[config.mk]
export PLATFORM = sky130hd
export DESIGN_NAME = bounded_random_xoshiro128plus
export DESIGN_NICKNAME = d
export VERILOG_FILES = /design/src/rtl/brx_pkg.sv /design/src/rtl/bounded_random_xoshiro128plus.sv
export SDC_FILE = /design/constraint.sdc
export NUM_CORES = 2
export LEC_CHECK = 0
export BUFFER_PORTS_ARGS = -buffer_cell sky130_fd_sc_hd__buf_2
export CAP_MARGIN = 5
export CORE_MARGIN = 3
export CORE_UTILIZATION = 60
export CTS_BUF_LIST = sky130_fd_sc_hd__clkbuf_2
export CTS_CLUSTER_DIAMETER = 120
export DETAILED_ROUTE_END_ITERATION = 10
export GPL_TIMING_DRIVEN = 0
export PLACE_DENSITY = 0.77
export SLEW_MARGIN = 20
export SYNTH_ARGS = -nofsm -noshare
export SYNTH_HDL_FRONTEND = slang
export SYNTH_SLANG_ARGS = --single-unit
[constraint.sdc]
create_clock -name clk -period 11.35 [get_ports clk]
set_input_delay 0.5675 -clock clk [delete_from_list [all_inputs] [get_ports clk]]
set_output_delay 0.5675 -clock clk [all_outputs]
set_load 0.01 [all_outputs]
[src/rtl/brx_pkg.sv]
// Package with the sequencer states and generator constants of the bounded random block.
package brx_pkg;

  // Word width of the generator and of the bound.
  localparam int unsigned WORD_BITS = 32;

  // SplitMix64 increment and multipliers.
  localparam logic [63:0] SM_GAMMA = 64'h9E37_79B9_7F4A_7C15;
  localparam logic [63:0] SM_MUL1  = 64'hBF58_476D_1CE4_E5B9;
  localparam logic [63:0] SM_MUL2  = 64'h94D0_49BB_1331_11EB;

  // Sequencer states.
  typedef enum logic [3:0] {
    S_IDLE,
    S_DRAW,
    S_CHECK,
    S_MOD,
    S_SEED_ADD,
    S_M0,
    S_M1,
    S_M2,
    S_M3
  } state_t;

endpackage

[src/rtl/bounded_random_xoshiro128plus.sv]
// Top level of the bounded random block: xoshiro128+ draws scaled into [0, bound), or zero for a zero bound.
//
//   channel  | valid     | stall     | payload
//   ---------+-----------+-----------+---------------------------------
//   input    | in_valid  | in_stall  | bound [31:0]
//   output   | out_valid | out_stall | value [31:0]
//   seed     | seed_wr_en| (none)    | seed_wr_data [63:0]
//
// A word passes through accept, multiply and check when the first draw is taken.
// A first draw whose low half falls below the bound adds the bit-serial threshold
// remainder and one more check. Every further draw passes again through multiply
// and check on the shared 32x32 multiplier.
// Reset and every seed write start a SplitMix64 expansion that runs its
// 64-bit multiplies as partial products on the same multiplier; input stalls meanwhile.
// A finished value waits in the output register, and a stalled output holds the
// sequencer in its check state until the register frees up.
module bounded_random_xoshiro128plus (
  input  logic                         clk,
  input  logic                         rst,
  input  logic                         in_valid,
  output logic                         in_stall,
  input  logic [brx_pkg::WORD_BITS-1:0] bound,
  output logic                         out_valid,
  input  logic                         out_stall,
  output logic [brx_pkg::WORD_BITS-1:0] value,
  input  logic                         seed_wr_en,
  input  logic [63:0]                  seed_wr_data
);
  import brx_pkg::*;

  localparam logic [4:0] MOD_LAST = 5'd31;

  state_t state, state_next;

  // Generator words and the precomputed next output word.
  logic [31:0] gw0, gw1, gw2, gw3;
  logic [31:0] x_word;

  // Item registers.
  logic [31:0] n;
  logic        thr_ready;
  logic [31:0] rem;
  logic [31:0] dvd;
  logic [4:0]  mod_cnt;

  // Reseed registers.
  logic [63:0] ctr;
  logic [63:0] z;
  logic [31:0] acc_lo, acc_hi;
  logic        sm_mul2;
  logic        sm_second;

  // Shared multiplier.
  logic [31:0] mul_a, mul_b;
  logic [63:0] prod;

  // Combinational helpers.
  logic [31:0] lo;
  logic        draw_rej, need_thr, out_free;
  logic [31:0] g_t, g2_x, g3_x, g1_n, g0_n, g2_n, g3_n, x_next;
  logic [63:0] ctr_next, sm_c, sm_r, sm_w;
  logic [31:0] r_hi;
  logic [32:0] mod_t, mod_diff;
  logic        mod_ge;

  assign lo       = prod[31:0];
  assign draw_rej = thr_ready && (lo < rem);
  assign need_thr = !thr_ready && (lo < n);
  assign out_free = !out_valid || !out_stall;

  // One xoshiro128+ step.
  assign g_t    = gw1 << 9;
  assign g2_x   = gw2 ^ gw0;
  assign g3_x   = gw3 ^ gw1;
  assign g1_n   = gw1 ^ g2_x;
  assign g0_n   = gw0 ^ g3_x;
  assign g2_n   = g2_x ^ g_t;
  assign g3_n   = {g3_x[20:0], g3_x[31:21]};
  assign x_next = g0_n + g3_n;

  // SplitMix64 counter step and result assembly from the partial products.
  assign ctr_next = ctr + SM_GAMMA;
  assign sm_c     = sm_mul2 ? SM_MUL2 : SM_MUL1;
  assign r_hi     = acc_hi + prod[31:0];
  assign sm_r     = {r_hi, acc_lo};
  assign sm_w     = sm_r ^ (sm_r >> 31);

  // One restoring step of the threshold remainder.
  assign mod_t    = {rem, dvd[31]};
  assign mod_diff = mod_t - {1'b0, n};
  assign mod_ge   = (mod_t >= {1'b0, n});

  // Next state.
  always_comb begin
    state_next = state;
    unique case (state)
      S_IDLE: begin
        if (in_valid && !in_stall) state_next = S_DRAW;
      end
      S_DRAW:  state_next = S_CHECK;
      S_CHECK: begin
        if (draw_rej)      state_next = S_DRAW;
        else if (need_thr) state_next = S_MOD;
        else if (out_free) state_next = S_IDLE;
      end
      S_MOD: begin
        if (mod_cnt == MOD_LAST) state_next = S_CHECK;
      end
      S_SEED_ADD: state_next = S_M0;
      S_M0:       state_next = S_M1;
      S_M1:       state_next = S_M2;
      S_M2:       state_next = S_M3;
      S_M3: begin
        if (!sm_mul2)        state_next = S_M0;
        else if (!sm_second) state_next = S_SEED_ADD;
        else                 state_next = S_IDLE;
      end
      default: state_next = S_IDLE;
    endcase
    if (seed_wr_en) state_next = S_SEED_ADD;
  end

  // Outputs of the sequencer: multiplier operands and input stall.
  always_comb begin
    mul_a = '0;
    mul_b = '0;
    unique case (state)
      S_DRAW: begin
        mul_a = x_word;
        mul_b = n;
      end
      S_M0: begin
        mul_a = z[31:0];
        mul_b = sm_c[31:0];
      end
      S_M1: begin
        mul_a = z[31:0];
        mul_b = sm_c[63:32];
      end
      S_M2: begin
        mul_a = z[63:32];
        mul_b = sm_c[31:0];
      end
      default: begin
        mul_a = '0;
        mul_b = '0;
      end
    endcase
    in_stall = (state != S_IDLE) || seed_wr_en;
  end

  // Control registers.
  always_ff @(posedge clk) begin
    if (rst) begin
      state     <= S_SEED_ADD;
      out_valid <= 1'b0;
      thr_ready <= 1'b0;
      sm_mul2   <= 1'b0;
      sm_second <= 1'b0;
      mod_cnt   <= '0;
    end else begin
      state <= state_next;
      if (state == S_CHECK && !draw_rej && !need_thr && out_free) out_valid <= 1'b1;
      else if (out_valid && !out_stall)                         out_valid <= 1'b0;
      if (state == S_IDLE && in_valid && !in_stall) thr_ready <= 1'b0;
      else if (state == S_MOD && mod_cnt == MOD_LAST) thr_ready <= 1'b1;
      if (state == S_CHECK && need_thr) mod_cnt <= '0;
      else if (state == S_MOD)          mod_cnt <= mod_cnt + 5'd1;
      if (seed_wr_en) begin
        sm_mul2   <= 1'b0;
        sm_second <= 1'b0;
      end else if (state == S_M3) begin
        if (!sm_mul2) begin
          sm_mul2 <= 1'b1;
        end else begin
          sm_mul2   <= 1'b0;
          sm_second <= 1'b1;
        end
      end
    end
  end

  // Datapath registers.
  always_ff @(posedge clk) begin
    // The product is held while it is checked or waits for the output register.
    if (state == S_DRAW || state == S_M0 || state == S_M1 || state == S_M2) begin
      prod <= 64'(mul_a) * 64'(mul_b);
    end
    if (rst) begin
      ctr <= 64'd1;
    end else if (seed_wr_en) begin
      ctr <= seed_wr_data;
    end else begin
      case (state)
        S_IDLE: begin
          if (in_valid && !in_stall) n <= bound;
        end
        S_DRAW: begin
          gw0    <= g0_n;
          gw1    <= g1_n;
          gw2    <= g2_n;
          gw3    <= g3_n;
          x_word <= x_next;
        end
        S_CHECK: begin
          if (need_thr) begin
            rem <= '0;
            dvd <= 32'd0 - n;
          end else if (!draw_rej && out_free) begin
            value <= prod[63:32];
          end
        end
        S_MOD: begin
          rem <= mod_ge ? mod_diff[31:0] : mod_t[31:0];
          dvd <= dvd << 1;
        end
        S_SEED_ADD: begin
          ctr <= ctr_next;
          z   <= ctr_next ^ (ctr_next >> 30);
        end
        S_M1: begin
          acc_lo <= prod[31:0];
          acc_hi <= prod[63:32];
        end
        S_M2: begin
          acc_hi <= r_hi;
        end
        S_M3: begin
          if (!sm_mul2) begin
            z <= sm_r ^ (sm_r >> 27);
          end else if (!sm_second) begin
            gw0 <= sm_w[31:0];
            gw1 <= sm_w[63:32];
          end else begin
            gw2    <= sm_w[31:0];
            gw3    <= sm_w[63:32];
            x_word <= gw0 + sm_w[63:32];
          end
        end
        default: begin
        end
      endcase
    end
  end

`ifndef SYNTH
  // An accepted word always starts with a draw.
  a_accept_draws: assert property (@(posedge clk) disable iff (rst)
    (in_valid && !in_stall) |=> (state == S_DRAW))
    else $error("accepted word did not start a draw");

  // The running remainder stays below the bound while the threshold is formed.
  a_rem_below_n: assert property (@(posedge clk) disable iff (rst)
    (state == S_MOD) |-> (rem < n))
    else $error("threshold remainder reached the bound");

  // A ready threshold is below the bound.
  a_thr_below_n: assert property (@(posedge clk) disable iff (rst)
    (state == S_CHECK && thr_ready) |-> (rem < n))
    else $error("threshold not below bound");

  // A delivered value lies below its bound, or is zero for a zero bound.
  a_value_range: assert property (@(posedge clk) disable iff (rst)
    (state == S_CHECK && state_next == S_IDLE && !seed_wr_en) |=>
      (out_valid && ((n == 32'd0 && value == 32'd0) || (n != 32'd0 && value < n))))
    else $error("value out of range");
`endif

endmodule

## Word level (Yosys, flattened, before mapping)

Index checks and enable logic that the tools add are counted.

- Multiply operators: 1
- $lt $le $gt $ge: 3
- Bitwise operators: 11
- Multiplexer cells: 39
- Add/sub/neg operators: 7
- Reductions and logical operators: 46
- Equality and inequality tests: 17

Operators with widths:

| cell | count |
|---|---|
| $pmux W32 S2 | 8 |
| $mux W32 | 13 |
| $mux W64 | 3 |
| $pmux W32 S3 | 2 |
| $xor A32 B32 Y32 | 5 |
| $pmux W64 S2 | 1 |
| $add A32 B32 Y32 | 3 |
| $add A64 B64 Y64 const B | 1 |
| $lt A32 B32 Y1 | 2 |
| $mul A32 B32 Y64 | 1 |
| $xor A64 B33 Y64 | 1 |
| $xor A64 B34 Y64 | 1 |
| $xor A64 B37 Y64 | 1 |
| $mux W62 | 1 |
| $pmux W4 S9 | 1 |
| $ge A33 B32 Y1 | 1 |
| $sub A1 B32 Y32 const A | 1 |
| $sub A32 B32 Y32 | 1 |
| $mux W4 | 5 |
| $eq A4 B3 Y1 const B | 4 |
| $reduce_and A5 Y1 | 3 |
| $ne A2 B2 Y1 const B | 7 |
| $logic_and A1 B1 Y1 | 12 |
| $reduce_and A4 Y1 | 3 |
| 17 further kinds | 43 |

- Bits of input ports: 101
- Output and inout bits: 34
- Flip-flop bits (word level): 557

## Logic depth before layout (Yosys ltp)

- Depth in word-level cells: 7
- Mapped depth: 38

## Worst setup path after synthesis

No wires, ideal clock.

- Kind: register to register
- Start: reg state[2]
- End: reg prod[57], data pin
- Data arrival time: 9014 ps
- Data required time: 11088 ps
- Path buffers: 6
- Slack: 2074 ps
- Period minus slack after synthesis: 9276 ps
- Library setup time: 262 ps
- Cell stages (with the launch flop): 34
- Cells stage by stage: dfxtp_1 -> clkbuf_1 -> inv_1 -> nand2_1 -> nor3_1 -> clkbuf_1 -> clkbuf_1 -> buf_1 -> a21oi_1 -> clkbuf_1 -> nor2_1 -> fa_1 -> fa_1 -> inv_1 -> fa_1 -> fa_1 -> inv_1 -> fa_1 -> fa_1 -> fa_1 -> fa_1 -> ha_1 -> clkbuf_1 -> a21o_1 -> o21bai_1 -> a221oi_1 -> o21bai_1 -> a221o_1 -> nor4b_1 -> o31ai_1 -> a31oi_1 -> o21a_1 -> o21ai_1 -> xor2_1

- Cells in the longest elaborated chain, start to end: 4
- Elaborated cells between the ends (all ways): 9
- Those cells by class: mul: 1; eq/ne: 4; mux: 2; reduce/logical: 2

Ends and longest elaborated chain:

| what | line | text |
|---|---|---|
| start: declaration | bounded_random_xoshiro128plus.sv:33 | `state_t state, state_next;` |
| start signal: assignment | bounded_random_xoshiro128plus.sv:162 | `state <= state_next;` |
| $eq A4 B3 Y1 | bounded_random_xoshiro128plus.sv:127 | `unique case (state)` |
| $reduce_or A2 Y1 (no source line) | - |  |
| $pmux W32 S3 | bounded_random_xoshiro128plus.sv:127 |  |
| $mul A32 B32 Y64 * | bounded_random_xoshiro128plus.sv:187 | `prod <= 64'(mul_a) * 64'(mul_b);` |
| end signal: assignment | bounded_random_xoshiro128plus.sv:187 |  |
| end: declaration | bounded_random_xoshiro128plus.sv:55 | `logic [63:0] prod;` |

Every way passes the cells marked *; elsewhere a longest branch is shown, timed or not.
A chain may end at the register's enable or synchronous reset.

## Worst setup path in the final report

- Start: reg state[2]
- End: reg prod[62], data pin

Same word-level chain as after synthesis.

==> results.toml <==
[timing]
slew_headroom_pct = 18.2
finalCritPeriodShare_pct = 101
tns_ns = -0.121
drv_slew = 0
rsz0062_at_grt = "no"
fin_worst_skew_ns = 0.194
worst_slack_ns = -0.0662
setup_violations = 3
hold_violations = 0
fmax_mhz = 87.6
worst_pin_slew_ns = 1.22
layout_min_cycle_time_ns = 11.42
hold-worst-slack_ns = 0.242

[logic_synthesis]
ys_seq_area_share_pct = 24.2
synth.avg_cell_area_sq_um = 9.15
synth_fa_ha_area_share_pct = 36.0
synth.area.top_cells = "fa_1, edfxtp_1, ha_1"
yosysMostFrequentCell = "nor2_1"
synth.area.mux_share_pct = 0.122
yosys.area.top_type_share_pct = 27.3
yosys.area_share.xor_xnor_pct = 7.35
async_flop_share_pct = 0
ys_seq_elements = 557
yosysUniqueCellTypes = 90
synth_top_cell_by_area = "fa_1"
synth_edf_count = 480
ys.flop_type = "edfxtp_1"
synth_compound_area_share_pct = 10.0
synthesis.area_sq_um = 65900
syn_nets = 8659
synth_commonest_cells = "nor2_1, inv_1, nand2_1"
synthCells = 7204
synth-simple-area-share_pct = 14.7
synth_top_family_by_area = "adder cells"
yosysWarnings = 0

[run_status]
status = "finished, violations left"
violations = "design-rule violations, negative setup slack"

[route]
drt-vias-per-instance = 6.41
wirelength_microns = 280000
ant_nets = 0
vias = 59800
drc_errors = 77
wl_per_cell_microns = 30.0
drt-initial-drc-count = 9409
drt_pre_antenna_iters = 11

[grt]
antenna_found_initial = 28
gr-usage-all-layers_pct = 49.6
grt_pass1_wl_microns = 399000
grt_start_max_net_pins = 36
grt-ovfl-total = 0
grt_pass1_vias = 58500

[die]
io_pins = 135
dieArea_sq_um = 114000
num_rows = 120
coreArea_sq_um = 108000
die_h_microns = 337
fp.dieW_microns = 337
start_util_pct = 61.0

[critical_path]
critical_path_arrival_ns = 12.70
r2r_start = "state[2]$_SDFFE_PN1P_"
critPathMaxFanout = 11
cp-end-kind = "flop"
cp_slowest_cell = "a21oi_1"
rrSetupSlack_ns = -0.07
worstSetupStartpointType = "flop"
path_common_cell = "fa_1"
path_class = "reg -> reg"
cpPeakStageDelay_ns = 0.81
cp.required_ns = 12.63
ff2ff_path_depth = 30
rr_endpoint = "prod[62]$_DFFE_PP_"

[power]
power_frac_comb_pct = 47.8
p_per_area_nw_per_um2 = 112
p_int_uw = 4350
pwr-share-seq_pct = 31.8
p_switching_uw = 3880
ir_worst_vdd_mv = 0.127
power.clock.fraction_pct = 20.4
switching_share_pct = 47.2
p_leak_uw = 0.0333

[clock_network]
path_clk_slew_ns = 0.13
clockBufferDepth = 3
cts_root_buffer = "clkbuf_2"
cts_tree = "done"
numCtsBuffers = 150
cts_sinks = 557
cts-htree-levels = 4
worstSkewPairLatency_ns = 1.59

[finish]
fillers = 8747
area.growth.synth_to_final_pct = 11.6
drive_gt1_share_pct = 7.98
multi_input_area_sq_um = 45300
regArea_sq_um = 16000
nNetsFinal = 9230

[placed_design]
dp_hpwl_microns = 220000
port_buffers = 133
routabilityCongestion = 1.10

[hold_path]
worstHoldStart = "out_stall"
hold_depth = 5
hold_class = "in -> reg"
min_to = "state[0]$_SDFFE_PN0P_"

[job]
drv_cap = 0
[area by class of cell]
class                           count  share of cell area (%)
Multi-Input combinational cell   5336                    61.5
Sequential cell                   557                    21.7
Timing Repair Buffer              438                    5.28
Inverter                          986                    5.03
Tap cell                         1403                    2.39
Buffer                            306                    1.87
Clock buffer                      219                    1.49
Clock inverter                     50                   0.558
Antenna cell                       47                   0.160
[cells by family after synthesis]
group	Yosys count
and+or+nand+nor	2335
muxes	8
xor gates and xnor gates	553
adders and majority gates	1354
DFF	557
buffers and inverters	1311
AOI/OAI and AO/OA	1086
[power by group through the flow]
stage          sequential (uW)  clock, uW  combinational (uW)
2_1_floorplan             2490          0                2150
3_3_place_gp              2630          0                3430
3_5_place_dp              2630          0                3510
4_1_cts                   2590       1640                3650
5_1_grt                   2600       1770                4080
6_report                  2610       1680                3940
[sequential cells by signal, summed over array words and instances (netlist names)]
| register | count |
|---|---|
| acc_hi | 32 |
| acc_lo | 32 |
| ctr | 64 |
| dvd | 32 |
| gw0 | 32 |
| gw1 | 32 |
| gw2 | 32 |
| gw3 | 32 |
| mod_cnt | 5 |
| n | 32 |
| out_valid | 1 |
| prod | 64 |
| rem | 32 |
| sm_mul2 | 1 |
| sm_second | 1 |
| state | 4 |
| thr_ready | 1 |
| value | 32 |
| x_word | 32 |
| z | 64 |
[worst max-delay path by stage]
stage                                      from                 end  cells past startpoint
after detailed placement  state[2]$_SDFFE_PN1P_  prod[61]$_DFFE_PP_                     36
after global placement    state[2]$_SDFFE_PN1P_  prod[61]$_DFFE_PP_                     36
after floorplan           state[2]$_SDFFE_PN1P_  prod[57]$_DFFE_PP_                     33
after global routing      state[2]$_SDFFE_PN1P_  prod[62]$_DFFE_PP_                     33
final                     state[2]$_SDFFE_PN1P_  prod[62]$_DFFE_PP_                     30
after CTS                 state[2]$_SDFFE_PN1P_  prod[57]$_DFFE_PP_                     33
[timing repair]
item | 4_1_cts | 5_1_grt
endpoints found under the hold margin | 151 | 0
hold buffers | 269 | 0
endpoints found under the setup margin | 27 | 18
pin swaps | 1 | 2
cloned | 0 | 0
resized for setup | 67 | 98
setup buffers | 2 | 3
[layout by cell type, fill, tap and decap left out, types with 24 or more instances in the layout]
cell type,instances
a211oi_1,41
a21o_1,143
a21oi_1,371
a22oi_1,35
a31oi_1,36
and2_1,43
and3_1,29
buf_2,145
clkbuf_1,203
clkbuf_2,283
dfxtp_1,77
diode_2,47
dlygate4sd3_1,270
edfxtp_1,480
fa_1,900
ha_1,454
inv_1,986
nand2_1,904
nand2b_1,37
nand3_1,64
nand4_1,40
nor2_1,1023
nor3_1,49
o21ai_0,264
or2_2,24
or3_1,26
xnor2_1,319
xor2_1,219
[through the flow]
stage          area (sq um)  util, %  total power (uW)  worst slack [ns]  cells
2_1_floorplan         65900        -              4640              2.07   7204
3_3_place_gp          68300     63.2              6070             -1.71   8740
3_5_place_dp          69100     63.9              6140             -1.91   8771
4_1_cts               73300     67.8              7870           0.00553   9302
5_1_grt               73500     68.0              8450           0.00504   9305
6_report              73600     68.0              8230           -0.0662   9342
[critical path, delay by kind of cell (launching register included)]
family | cells | cell delay [ns]
XOR/XNOR | 1 | 0.18
flip-flops | 1 | 0.63
AND/OR/NAND/NOR | 7 | 1.63
adder cells (fa/ha/maj) | 9 | 4.57
AO/OA/AOI/OAI | 6 | 2.36
buffers and inverters | 7 | 1.78
[metal layers]
layer  global-route usage, %  share of wire, %  vias to the layer above  wire [microns]
met4                    28.0               7.2                       23           20100
li1                        -                 -                    24400               -
met3                    24.9                18                     1228           50500
met2                    65.8                38                     5255          108000
met5                    1.62              0.15                        -             412
met1                    65.2                36                    28900          101000
Power figures use the tool's default switching activity.
